`config.mk`:
```
export PLATFORM = sky130hd
export DESIGN_NAME = lru_key_value_cache
export DESIGN_NICKNAME = d
export VERILOG_FILES = /design/src/rtl/lkvc_pkg.sv /design/src/rtl/lkvc_lookup.sv /design/src/rtl/lkvc_victim.sv /design/src/rtl/lru_key_value_cache.sv
export SDC_FILE = /design/constraint.sdc
export NUM_CORES = 2
export LEC_CHECK = 0
export ABC_AREA = 1
export BUFFER_PORTS_ARGS = -buffer_cell sky130_fd_sc_hd__buf_4
export CELL_PAD_IN_SITES_DETAIL_PLACEMENT = 1
export CELL_PAD_IN_SITES_GLOBAL_PLACEMENT = 1
export CORE_MARGIN = 1
export CORE_UTILIZATION = 45
export CTS_BUF_LIST = sky130_fd_sc_hd__clkbuf_4 sky130_fd_sc_hd__clkbuf_8
export DETAILED_ROUTE_END_ITERATION = 12
export GPL_ROUTABILITY_DRIVEN = 1
export PLACE_DENSITY_LB_ADDON = 0.25
export SLEW_MARGIN = 20
export SYNTH_ARGS = -nofsm -noshare
export SYNTH_HDL_FRONTEND = slang
export SYNTH_HIERARCHICAL = 1
export SYNTH_SLANG_ARGS = --single-unit
```
`constraint.sdc`:
```
create_clock -name clk -period 4.25 [get_ports clk]
set_clock_uncertainty 0.05 [all_clocks]
set_input_delay 0.2125 -clock clk [delete_from_list [all_inputs] [get_ports clk]]
set_output_delay 0.2125 -clock clk [all_outputs]
set_load 0.005 [all_outputs]
```
`src/rtl/lkvc_pkg.sv`:
```
// Shared constants for the LRU key/value cache.
`default_nettype none

package lkvc_pkg;

    // Key and value width
    localparam int DATA_W = 32;

    // Capacity register
    localparam int CAP_W = 5;
    localparam logic [CAP_W-1:0] CAP_RESET = 5'd16;

    // Operation codes
    localparam logic OP_GET = 1'b0;
    localparam logic OP_SET = 1'b1;

endpackage

`default_nettype wire

```
`src/rtl/lkvc_lookup.sv`:
```
// Parallel key compare across all entries, with hit data and hit age select.
`default_nettype none

module lkvc_lookup #(
    parameter int N     = 16,
    parameter int AGE_W = 4
) (
    input  wire logic [lkvc_pkg::DATA_W-1:0] key,
    input  wire logic [N-1:0]                valid,
    input  wire logic [lkvc_pkg::DATA_W-1:0] entry_key  [N],
    input  wire logic [lkvc_pkg::DATA_W-1:0] entry_data [N],
    input  wire logic [AGE_W-1:0]            entry_age  [N],
    output logic                             hit,
    output logic [N-1:0]                     hit_oh,
    output logic [lkvc_pkg::DATA_W-1:0]      hit_data,
    output logic [AGE_W-1:0]                 hit_age
);

    logic [N-1:0] match;

    // One comparator per entry
    always_comb
    begin
        for (int i = 0; i < N; i++)
        begin
            match[i] = valid[i] && (entry_key[i] == key);
        end
    end

    // Keep the lowest match only; valid keys are distinct anyway
    assign hit_oh = match & (~match + N'(1));
    assign hit    = |match;

    // AND-OR select of the hit entry's data and age
    always_comb
    begin
        hit_data = '0;
        hit_age  = '0;
        for (int i = 0; i < N; i++)
        begin
            hit_data = hit_data | (entry_data[i] & {lkvc_pkg::DATA_W{hit_oh[i]}});
            hit_age  = hit_age | (entry_age[i] & {AGE_W{hit_oh[i]}});
        end
    end

endmodule

`default_nettype wire

```
`src/rtl/lkvc_victim.sv`:
```
// Slot choice for a set miss: the oldest entry when full, else the first free one.
`default_nettype none

module lkvc_victim #(
    parameter int N     = 16,
    parameter int AGE_W = 4,
    parameter int CNT_W = 5
) (
    input  wire logic [N-1:0]                valid,
    input  wire logic [AGE_W-1:0]            entry_age [N],
    input  wire logic [lkvc_pkg::DATA_W-1:0] entry_key [N],
    input  wire logic [CNT_W-1:0]            fill,
    input  wire logic [lkvc_pkg::CAP_W-1:0]  capacity,
    output logic                             full,
    output logic [N-1:0]                     slot_oh,
    output logic [lkvc_pkg::DATA_W-1:0]      victim_key
);

    localparam int CMP_W = (CNT_W > lkvc_pkg::CAP_W) ? CNT_W : lkvc_pkg::CAP_W;

    logic [CMP_W-1:0] cap_ext;
    logic [CMP_W-1:0] max_ext;
    logic [CMP_W-1:0] eff_cap;
    logic [CNT_W-1:0] oldest;
    logic [N-1:0]     old_oh;
    logic [N-1:0]     free;
    logic [N-1:0]     free_oh;

    // Effective capacity: zero acts as one, clamp at the entry count
    assign cap_ext = CMP_W'(capacity);
    assign max_ext = CMP_W'(N);

    always_comb
    begin
        if (capacity == '0)
        begin
            eff_cap = CMP_W'(1);
        end
        else if (cap_ext > max_ext)
        begin
            eff_cap = max_ext;
        end
        else
        begin
            eff_cap = cap_ext;
        end
    end

    assign full = (CMP_W'(fill) >= eff_cap);

    // Valid ages are a permutation of 0..fill-1, so the oldest has age fill-1
    assign oldest = fill - CNT_W'(1);

    always_comb
    begin
        for (int i = 0; i < N; i++)
        begin
            old_oh[i] = valid[i] && (CNT_W'(entry_age[i]) == oldest);
        end
    end

    // First free entry
    assign free    = ~valid;
    assign free_oh = free & (~free + N'(1));

    assign slot_oh = full ? old_oh : free_oh;

    // Key of the entry about to be evicted
    always_comb
    begin
        victim_key = '0;
        for (int i = 0; i < N; i++)
        begin
            victim_key = victim_key
                       | (entry_key[i] & {lkvc_pkg::DATA_W{old_oh[i] & full}});
        end
    end

endmodule

`default_nettype wire

```
`src/rtl/lru_key_value_cache.sv`:
```
// Top level of the fully associative LRU key/value cache.
//
// Usage:
//   Command channel: an access is taken at a clock edge with start high and
//   busy low. busy is always low, so one access can be issued every cycle.
//   operation selects get or set; key and write_value travel with it.
//   Result channel: done is high for exactly one cycle with found,
//   read_value, evicted and evicted_key. The receiver cannot stall; a
//   result is gone after its cycle.
//   An accepted access passes through the input register, then one pass
//   of key compare and age update into the result register, which drives
//   the result beat on the ports. Throughput: one access per cycle, set by
//   the key compare across all entries and the age update of every entry.
//   Configuration: cfg_wr_en writes cfg_wr_data into the capacity register;
//   write it only while no access is in flight.
//   Reset: all entries invalid, ages and fill count cleared, capacity 16.
//   No clearing pass is needed; the block takes accesses right away.
`default_nettype none

module lru_key_value_cache #(
    parameter int MAX_ENTRIES = 16
) (
    input  wire logic                               clk,
    input  wire logic                               rst_n,
    input  wire logic                               start,
    output logic                                    busy,
    input  wire logic                               operation,
    input  wire logic signed [lkvc_pkg::DATA_W-1:0] key,
    input  wire logic signed [lkvc_pkg::DATA_W-1:0] write_value,
    input  wire logic                               cfg_wr_en,
    input  wire logic [lkvc_pkg::CAP_W-1:0]         cfg_wr_data,
    output logic                                    done,
    output logic                                    found,
    output logic signed [lkvc_pkg::DATA_W-1:0]      read_value,
    output logic                                    evicted,
    output logic signed [lkvc_pkg::DATA_W-1:0]      evicted_key
);

    localparam int AGE_W = (MAX_ENTRIES > 1) ? $clog2(MAX_ENTRIES) : 1;
    localparam int CNT_W = $clog2(MAX_ENTRIES + 1);
    localparam int DW    = lkvc_pkg::DATA_W;

    // Input register
    logic          in_valid_reg;
    logic          op_reg;
    logic [DW-1:0] key_reg;
    logic [DW-1:0] wval_reg;

    // Entry store
    logic [MAX_ENTRIES-1:0]     valid_reg;
    logic [MAX_ENTRIES-1:0]     valid_next;
    logic [AGE_W-1:0]           age_reg   [MAX_ENTRIES];
    logic [AGE_W-1:0]           age_next  [MAX_ENTRIES];
    logic [DW-1:0]              ekey_reg  [MAX_ENTRIES];
    logic [DW-1:0]              ekey_next [MAX_ENTRIES];
    logic [DW-1:0]              edata_reg [MAX_ENTRIES];
    logic [DW-1:0]              edata_next[MAX_ENTRIES];
    logic [CNT_W-1:0]           fill_reg;
    logic [CNT_W-1:0]           fill_next;
    logic [lkvc_pkg::CAP_W-1:0] cap_reg;

    // Result register
    logic          done_reg;
    logic          found_reg;
    logic          found_next;
    logic [DW-1:0] read_reg;
    logic [DW-1:0] read_next;
    logic          evicted_reg;
    logic          evicted_next;
    logic [DW-1:0] evkey_reg;
    logic [DW-1:0] evkey_next;

    // Lookup and slot choice
    logic                   hit;
    logic [MAX_ENTRIES-1:0] hit_oh;
    logic [DW-1:0]          hit_data;
    logic [AGE_W-1:0]       hit_age;
    logic                   full;
    logic [MAX_ENTRIES-1:0] slot_oh;
    logic [DW-1:0]          victim_key;

    assign busy = 1'b0;

    // Capture the command beat
    always_ff @(posedge clk or negedge rst_n)
    begin
        if (!rst_n)
        begin
            in_valid_reg <= 1'b0;
        end
        else
        begin
            in_valid_reg <= start && !busy;
        end
    end

    always_ff @(posedge clk)
    begin
        if (start && !busy)
        begin
            op_reg   <= operation;
            key_reg  <= key;
            wval_reg <= write_value;
        end
    end

    // Capacity register
    always_ff @(posedge clk or negedge rst_n)
    begin
        if (!rst_n)
        begin
            cap_reg <= lkvc_pkg::CAP_RESET;
        end
        else if (cfg_wr_en)
        begin
            cap_reg <= cfg_wr_data;
        end
    end

    lkvc_lookup #(
        .N     (MAX_ENTRIES),
        .AGE_W (AGE_W)
    ) u_lookup (
        .key        (key_reg),
        .valid      (valid_reg),
        .entry_key  (ekey_reg),
        .entry_data (edata_reg),
        .entry_age  (age_reg),
        .hit        (hit),
        .hit_oh     (hit_oh),
        .hit_data   (hit_data),
        .hit_age    (hit_age)
    );

    lkvc_victim #(
        .N     (MAX_ENTRIES),
        .AGE_W (AGE_W),
        .CNT_W (CNT_W)
    ) u_victim (
        .valid      (valid_reg),
        .entry_age  (age_reg),
        .entry_key  (ekey_reg),
        .fill       (fill_reg),
        .capacity   (cap_reg),
        .full       (full),
        .slot_oh    (slot_oh),
        .victim_key (victim_key)
    );

    // Next state of the entries and the result beat
    always_comb
    begin
        valid_next   = valid_reg;
        fill_next    = fill_reg;
        found_next   = 1'b0;
        read_next    = '0;
        evicted_next = 1'b0;
        evkey_next   = '0;
        for (int i = 0; i < MAX_ENTRIES; i++)
        begin
            age_next[i]   = age_reg[i];
            ekey_next[i]  = ekey_reg[i];
            edata_next[i] = edata_reg[i];
        end

        if (in_valid_reg)
        begin
            if (hit)
            begin
                // Hit: update or read, then make the entry most recent
                found_next = 1'b1;
                if (op_reg == lkvc_pkg::OP_GET)
                begin
                    read_next = hit_data;
                end
                for (int i = 0; i < MAX_ENTRIES; i++)
                begin
                    if (valid_reg[i] && (age_reg[i] < hit_age))
                    begin
                        age_next[i] = age_reg[i] + AGE_W'(1);
                    end
                    if (hit_oh[i])
                    begin
                        age_next[i] = '0;
                        if (op_reg == lkvc_pkg::OP_SET)
                        begin
                            edata_next[i] = wval_reg;
                        end
                    end
                end
            end
            else if (op_reg == lkvc_pkg::OP_SET)
            begin
                // Set miss: age everyone, drop the oldest if full, insert
                evicted_next = full;
                evkey_next   = victim_key;
                if (!full)
                begin
                    fill_next = fill_reg + CNT_W'(1);
                end
                for (int i = 0; i < MAX_ENTRIES; i++)
                begin
                    if (valid_reg[i])
                    begin
                        age_next[i] = age_reg[i] + AGE_W'(1);
                    end
                    if (slot_oh[i])
                    begin
                        valid_next[i] = 1'b1;
                        age_next[i]   = '0;
                        ekey_next[i]  = key_reg;
                        edata_next[i] = wval_reg;
                    end
                end
            end
        end
    end

    // Control state of the entries
    always_ff @(posedge clk or negedge rst_n)
    begin
        if (!rst_n)
        begin
            valid_reg <= '0;
            fill_reg  <= '0;
            done_reg  <= 1'b0;
            for (int i = 0; i < MAX_ENTRIES; i++)
            begin
                age_reg[i] <= '0;
            end
        end
        else
        begin
            valid_reg <= valid_next;
            fill_reg  <= fill_next;
            done_reg  <= in_valid_reg;
            for (int i = 0; i < MAX_ENTRIES; i++)
            begin
                age_reg[i] <= age_next[i];
            end
        end
    end

    // Entry payload and result payload
    always_ff @(posedge clk)
    begin
        for (int i = 0; i < MAX_ENTRIES; i++)
        begin
            ekey_reg[i]  <= ekey_next[i];
            edata_reg[i] <= edata_next[i];
        end
        found_reg   <= found_next;
        read_reg    <= read_next;
        evicted_reg <= evicted_next;
        evkey_reg   <= evkey_next;
    end

    assign done        = done_reg;
    assign found       = found_reg;
    assign read_value  = read_reg;
    assign evicted     = evicted_reg;
    assign evicted_key = evkey_reg;

`ifndef NO_ASSERTIONS
    // Every accepted command yields its result beat through the input and result registers
    a_result_follows: assert property (@(posedge clk) disable iff (!rst_n)
        (start && !busy) |-> ##2 done)
        else $error("accepted command produced no result beat");

    // No result beat without an accepted command ahead of it through both registers
    a_no_spurious: assert property (@(posedge clk) disable iff (!rst_n)
        done |-> $past(start && !busy, 2))
        else $error("result beat without a command");

    // Fill count tracks the number of valid entries
    a_fill_count: assert property (@(posedge clk) disable iff (!rst_n)
        fill_reg == CNT_W'($countones(valid_reg)))
        else $error("fill count disagrees with valid bits");

    // At most one entry is selected as the hit
    a_single_hit: assert property (@(posedge clk) disable iff (!rst_n)
        in_valid_reg |-> $onehot0(hit_oh))
        else $error("more than one entry hit");

    // An eviction only happens on a miss
    a_evict_on_miss: assert property (@(posedge clk) disable iff (!rst_n)
        (done && evicted) |-> !found)
        else $error("eviction reported on a hit");
`endif

endmodule

`default_nettype wire
```
# After elaboration in Yosys (flattened, before gate mapping)
# Cells that the tools add are included.
dict set report classes {
  add_sub_neg 20
  multipliers 0
  n_div 0
  n_lt_le_gt_ge 18
  eq_ne 80
  n_shift 0
  mux 105
  n_bitwise 118
  n_reduce_logical 134
}
# op count
set ops {}
lappend ops {{32-bit two-way mux} 33}
lappend ops {{32-bit AND} 32}
lappend ops {{512-bit two-way mux} 2}
lappend ops {{32-bit bitwise OR} 30}
lappend ops {{32-bit equality test} 16}
lappend ops {{4-bit two-way mux} 64}
lappend ops {{4-bit AND reduction} 33}
lappend ops {{64-bit two-way mux} 2}
lappend ops {{4-bit by 5-bit equality test with 1-bit output} 16}
lappend ops {{5-bit AND reduction} 16}
lappend ops {{4-bit by 1-bit adder with 4-bit output (second input constant)} 16}
lappend ops {{4-bit AND} 16}
lappend ops {{4-bit less-than comparator} 16}
lappend ops {{4-bit bitwise OR} 15}
lappend ops {{1-bit logical AND} 48}
lappend ops {{3-bit by 1-bit != test with 1-bit output (second input constant)} 16}
lappend ops {{16-bit NOT} 3}
lappend ops {{3-bit nonzero test} 16}
lappend ops {{2-bit nonzero test} 17}
lappend ops {{16-bit by 1-bit adder with 16-bit output (second input constant)} 2}
lappend ops {{16-bit AND} 2}
lappend ops {{2-bit by 1-bit != test with 1-bit output (second input constant)} 16}
lappend ops {{2-bit != test (second input constant)} 16}
lappend ops {{18-bit OR reduction} 1}
lappend ops {{other kinds (12)} 31}
dict set report totals {
  regBits 1247
  latch_bits 0
  ramBits 0
  rom_bits 0
  inputBits 74
  out_inout_bits 68
  word_cells 550
  mem_count 0
}

# Depth between registers and ports, before layout
dict set report depth {
  depth_word 26
  ltp_mapped 32
  mapped_depth_nobuf 28
}

# Cells and area by module
# Netlist, hierarchy kept.
# mod n_inst cells_per_inst area_each_um2
set modules_own_cells {}
lappend modules_own_cells {lru_key_value_cache 1 2163 41006.8}
lappend modules_own_cells {lkvc_lookup 1 2777 13404.1}
lappend modules_own_cells {lkvc_victim 1 1772 8929.8}

# Worst setup path before layout
# OpenSTA, ideal clock, no wires.
dict set report synth_path {
  path_kind {reg2reg}
  from {register key_reg[21]}
  to {register ekey_reg[0] (netlist bit) (enable)}
  setup_ns 0.421
  t_arrival_ns 4.222
  required_time_ns 3.779
  slack_ns -0.444
  path_stages_with_launch 20
  cell_sequence {edfxtp_1 buf_2 inv_2 buf_4 o21ai_0 nor2_1 nand2_1 nor2_1 nand3_1 nor2_1 nor2_2 nand4_4 nor2_4 buf_4 nand2_1 nor2_1 inv_1 buf_2 clkbuf_1 nor2_1}
}
dict set report synth_between {
  elab_chain_len 5
  word_cells_on_any_way 35
  cone_classes {16 x eq/ne; 1 x bitwise; 18 x reduce/logical}
}
# item line_no
set synth_lines {}
lappend synth_lines {{start, declared} lru_key_value_cache.sv:46} ;# logic [DW-1:0] key_reg;
lappend synth_lines {{start signal, assigned} lru_key_value_cache.sv:102} ;# key_reg <= key;
lappend synth_lines {{32-bit equality test} lkvc_lookup.sv:26} ;# match[i] = valid[i] && (entry_key[i] == key);
lappend synth_lines {{1-bit logical AND} lkvc_lookup.sv:26}
lappend synth_lines {{16-bit OR reduction (*)} lkvc_lookup.sv:32} ;# assign hit = |match;
lappend synth_lines {{named net hit} lru_key_value_cache.sv:74} ;# logic hit;
lappend synth_lines {{1-bit NOT (no source line) (*)} --}
lappend synth_lines {{4-bit AND reduction (no source line) (*)} --}
lappend synth_lines {{end signal, assigned by index} lru_key_value_cache.sv:249} ;# ekey_reg[i] <= ekey_next[i];
lappend synth_lines {{end, declared} lru_key_value_cache.sv:54} ;# logic [DW-1:0] ekey_reg [MAX_ENTRIES];
# The timed path passes the listed nets; every way through them passes the cells marked *.
# A chain may end at the register's enable or synchronous reset.

# Final worst setup path
dict set report layout_path {
  from {register key_reg[18]}
  to {register age_reg[58] (netlist bit)}
}
dict set report layout_between {
  elab_chain_len 25
  word_cells_on_any_way 75
  cone_classes {1 x add/sub; 1 x order compare; 17 x eq/ne; 2 x mux; 33 x bitwise; 21 x reduce/logical}
}
# item line_no
set layout_lines {}
lappend layout_lines {{32-bit equality test} lkvc_lookup.sv:26}
lappend layout_lines {{1-bit logical AND} lkvc_lookup.sv:26}
lappend layout_lines {{16-bit NOT} lkvc_lookup.sv:31} ;# assign hit_oh = match & (~match + N'(1));
lappend layout_lines {{16-bit by 1-bit adder with 16-bit output} lkvc_lookup.sv:31}
lappend layout_lines {{16-bit AND (*)} lkvc_lookup.sv:31}
lappend layout_lines {{4-bit AND} lkvc_lookup.sv:42} ;# hit_age = hit_age | (entry_age[i] & {AGE_W{hit_oh[i]}});
lappend layout_lines {{4-bit bitwise OR (14 in a row)} lkvc_lookup.sv:42}
lappend layout_lines {{4-bit bitwise OR (*)} lkvc_lookup.sv:42}
lappend layout_lines {{named net hit_age[1]} lru_key_value_cache.sv:77} ;# logic [AGE_W-1:0] hit_age;
lappend layout_lines {{4-bit less-than comparator (*)} lru_key_value_cache.sv:178} ;# if (valid_reg[i] && (age_reg[i] < hit_age))
lappend layout_lines {{1-bit logical AND (*)} lru_key_value_cache.sv:178}
lappend layout_lines {{3-bit by 1-bit != test with 1-bit output (no source line) (*)} --}
lappend layout_lines {{4-bit AND reduction (no source line) (*)} --}
lappend layout_lines {{end signal, assigned by index} lru_key_value_cache.sv:239} ;# age_reg[i] <= age_next[i];
lappend layout_lines {{end, declared} lru_key_value_cache.sv:52} ;# logic [AGE_W-1:0] age_reg [MAX_ENTRIES];
# Marked as above.

==> summary.txt <==
Global route
  • Largest net degree at the start of global routing: 90
  • GRT overflow: 0
  • Vias in the first global route: 54.6k
  • First-pass GRT wire length: around 370000 um
  • Initial antenna violation count: 16
  • Overall routing resource usage: 0.356

Clock tree
  • Clock Latency Late Sink: 1.00 ns
  • CTS Sinks: 1247
  • Total CTS buffers: 211
  • H-tree Lvls: 4
  • Clock root buffer: clkbuf_8
  • Clock slew at reported path FFs: 0.06 ns
  • CTS tree: built
  • Clock buffer depth: 3

STA
  • Slew headroom: 0.371
  • Final setup vio count: 0
  • Final min period: 4.14 ns
  • Worst-Margin Slew: 0.943 ns
  • Final WS setup: 0.105 ns
  • Slew Viols, Final: 0
  • Fin crit share: 0.975
  • Fmax: 0.241 GHz
  • Hold Fails Final Rpt: 0

Synthesis
  • Synth Flop Type: edfxtp_1
  • Syn Inst Count: approximately 6.7k
  • Syn nets: 6857
  • Register bit total from synthesis: 1247
  • Asr flop ratio synth: 0.0738
  • Synth cell types: 64
  • Number of enable flip-flop cells after synthesis: 1089
  • Mapped Avg Cell Area: around 9.4 um^2
  • Post-synthesis cell area: 63300 um^2
  • Sequential share of the synthesized area: 0.574
  • Yosys warns: 6

Setup path
  • CP Launch Type: flop
  • Crit Path Class: reg -> reg
  • R2R cell count: 27
  • CP Max Fanout: 23
  • Worst endpoint data arrival time: 4.97 ns
  • Worst EP required: approximately 5 ns
  • Worst setup EP type: flop

Die
  • Starting Density: 0.454
  • Die Span Y: between 300 and 400 um
  • Core Region: 140000 um^2
  • Die ar.: about 140000 um^2
  • Width of the die: 377 um
  • I/O pin count: 142
  • Cell Rows: around 140

Min path
  • Hold Path Class: in -> reg
  • Hold Path Cell Cnt: 2

Layout
  • Fill cells: 15.8k
  • Final core utilization: 0.539
  • Final nets: 7402
  • Share of layout cells above drive strength 1: 0.170
  • Most frequent cells in the layout: nand2_1 (1711), edfxtp_1 (1089), nand3_1 (815), inv_1 (680), nor2_1 (527)
  • Synthesis-to-layout area growth: 18.8%
  • Commonest non-fill, non-tap cell in the layout: nand2_1

Routing
  • Routed via count: 54.9k
  • DRC: 0
  • Wire length per cell: 27.7 um
  • Final ANT Viol Nets: 0
  • Vias per cell: between 5 and 6
  • Final WL: 258000 um
  • DR pass1 iterations: 5
  • Starting DRT DRC Count: 6993

Placement
  • Post-place setup slack: -0.204 ns
  • I/O Buffers: 140
  • Gpl congestion: approximately 0.98
  • Post-DP HPWL: 176000 um

Run status
  • Status: finished clean

Job
  • Max-cap violations: 0

Pwr
  • PwrDens: slightly below 500 nW/um^2
  • Maximum vdd drop: 0.499 mV
  • Leak Pwr: 30.8 nW
## power by group
part	leakage (nW)	switching [mW]	internal, mW
clock network	2.33	5.36	5.89
logic	16.9	7.71	2.68
registers	11.6	0.812	14.2
## layout make-up
class	count	area, um^2	share of cell area
Multi-Input combinational cell	4331	22400	0.298
Clock inverter	75	543	0.00722
Antenna cell	6	15.0	0.000200
Inverter	782	2980	0.0396
Timing Repair Buffer	684	6820	0.0907
Clock buffer	318	3830	0.0508
Sequential cell	1247	36300	0.483
Tap cell	1876	2350	0.0312
## synth_stat cells (4+ instances only)
cell         n  area, um^2
buf_2      149         746
nand2_2     29         181
clkbuf_1    67         251
nor2_2      14        87.6
o31ai_1      6        45.0
inv_2       79         297
nand3b_1     4        30.0
o211ai_1    10        75.1
and3_1       6        37.5
buf_12       8         160
nor2_1     575        2160
dfxtp_1     66        1320
dfrtp_1     91        2280
o21ai_1     17        85.1
nand2_4      9         101
a21oi_4     10         163
o21ai_2     14         123
nor3_1      28         140
buf_4       61         458
nand3_4      7         123
nor2_4      10         113
o22ai_1     33         206
a22o_1       9        78.8
nand3_1    823        4120
nand3_2     85         851
mux2_2       6        67.6
or2_0        4        25.0
ha_1        71         888
inv_1      691        2590
edfxtp_1  1089       32700
buf_6       35         394
nor4_1       6        37.5
a21oi_2      6        52.6
o221ai_1     6        52.6
xor2_1      87         762
xnor2_1    137        1200
clkinv_1    10        37.5
o21ai_0    170         851
nand4_1    364        2280
nand2_1   1720        6460
a21oi_1     23         115
or2_2       13        81.3
buf_1       26        97.6
nor2_8       5         100
## routing by layer
layer,up-vias,share of wire,global-route usage
met2,3143,0.44,0.541
met3,546,0.11,0.0674
met5,-,0.00016,0
li1,23600,-,-
met1,27600,0.41,0.499
met4,6,0.042,0.149
## worst paths after layout
check,startpoint,to,slack [ns]
setup reg to reg,key_reg[18],age_reg[58],0.11
hold / removal,start,in_valid_reg,0.29
max in group asynchronous,rst_n,valid_reg[13],3.37
setup / recovery,key_reg[18],age_reg[58],0.11
hold reg to reg,in_valid_reg,done,0.47
min in group asynchronous,rst_n,cap_reg[4],0.32
## critical path: stages (launching register included)
cell and delay, ns:
edfxtp_1 0.43, buf_12 0.20, xor2_4 0.26, nor2_1 0.12, nand2_1 0.21, nor2_1 0.18, nand3_2 0.20, nor2_4 0.19
buf_4 0.19, nor2_4 0.06, nand4_4 0.16, nor2_4 0.06, buf_12 0.15, nand3_1 0.06, nand2_1 0.08, nor2_1 0.13
nand2_1 0.06, inv_1 0.09, buf_4 0.19, ha_1 0.24, nand2_1 0.07, nand2_1 0.05, nand2_1 0.05, nand2_1 0.11
nand2_1 0.13, nand2_1 0.11, nand2_1 0.08, nand2_1 0.05
## cell families after synthesis
kind of cell    share of synthesized area
simple gates                        0.268
flops                               0.574
buf+inv                            0.0807
compound gates                     0.0312
xor+xnor                           0.0310
fa+ha+maj                          0.0140
mux                               0.00107
other cells                     0.0000592
## per-stage QoR
step           hold WS (ns)  area, um^2  setup TNS, ns  instances  power, mW
4_1_cts               0.192       74600              0       9270       36.3
2_1_floorplan        -0.133       63400        -282.71       6712       20.7
5_1_grt               0.239       75200          -1.76       9317       37.7
6_report              0.288       75200              0       9319       36.7
3_5_place_dp          0.333       68500         -35.30       8717       25.0
3_3_place_gp          0.320       68500          -1.10       8717       24.7
## repair_timing
action / CTS / global route
endpoints found under the setup margin: 723 / 692
gates cloned: 0 / 3
pin swaps: 3 / 19
hold buffers: 150 / 0
buffers inserted: 10 / 40
resized for setup: 11 / 65
endpoints found under the hold margin: 206 / 0
No activity file was read; power rests on OpenSTA's default activity.
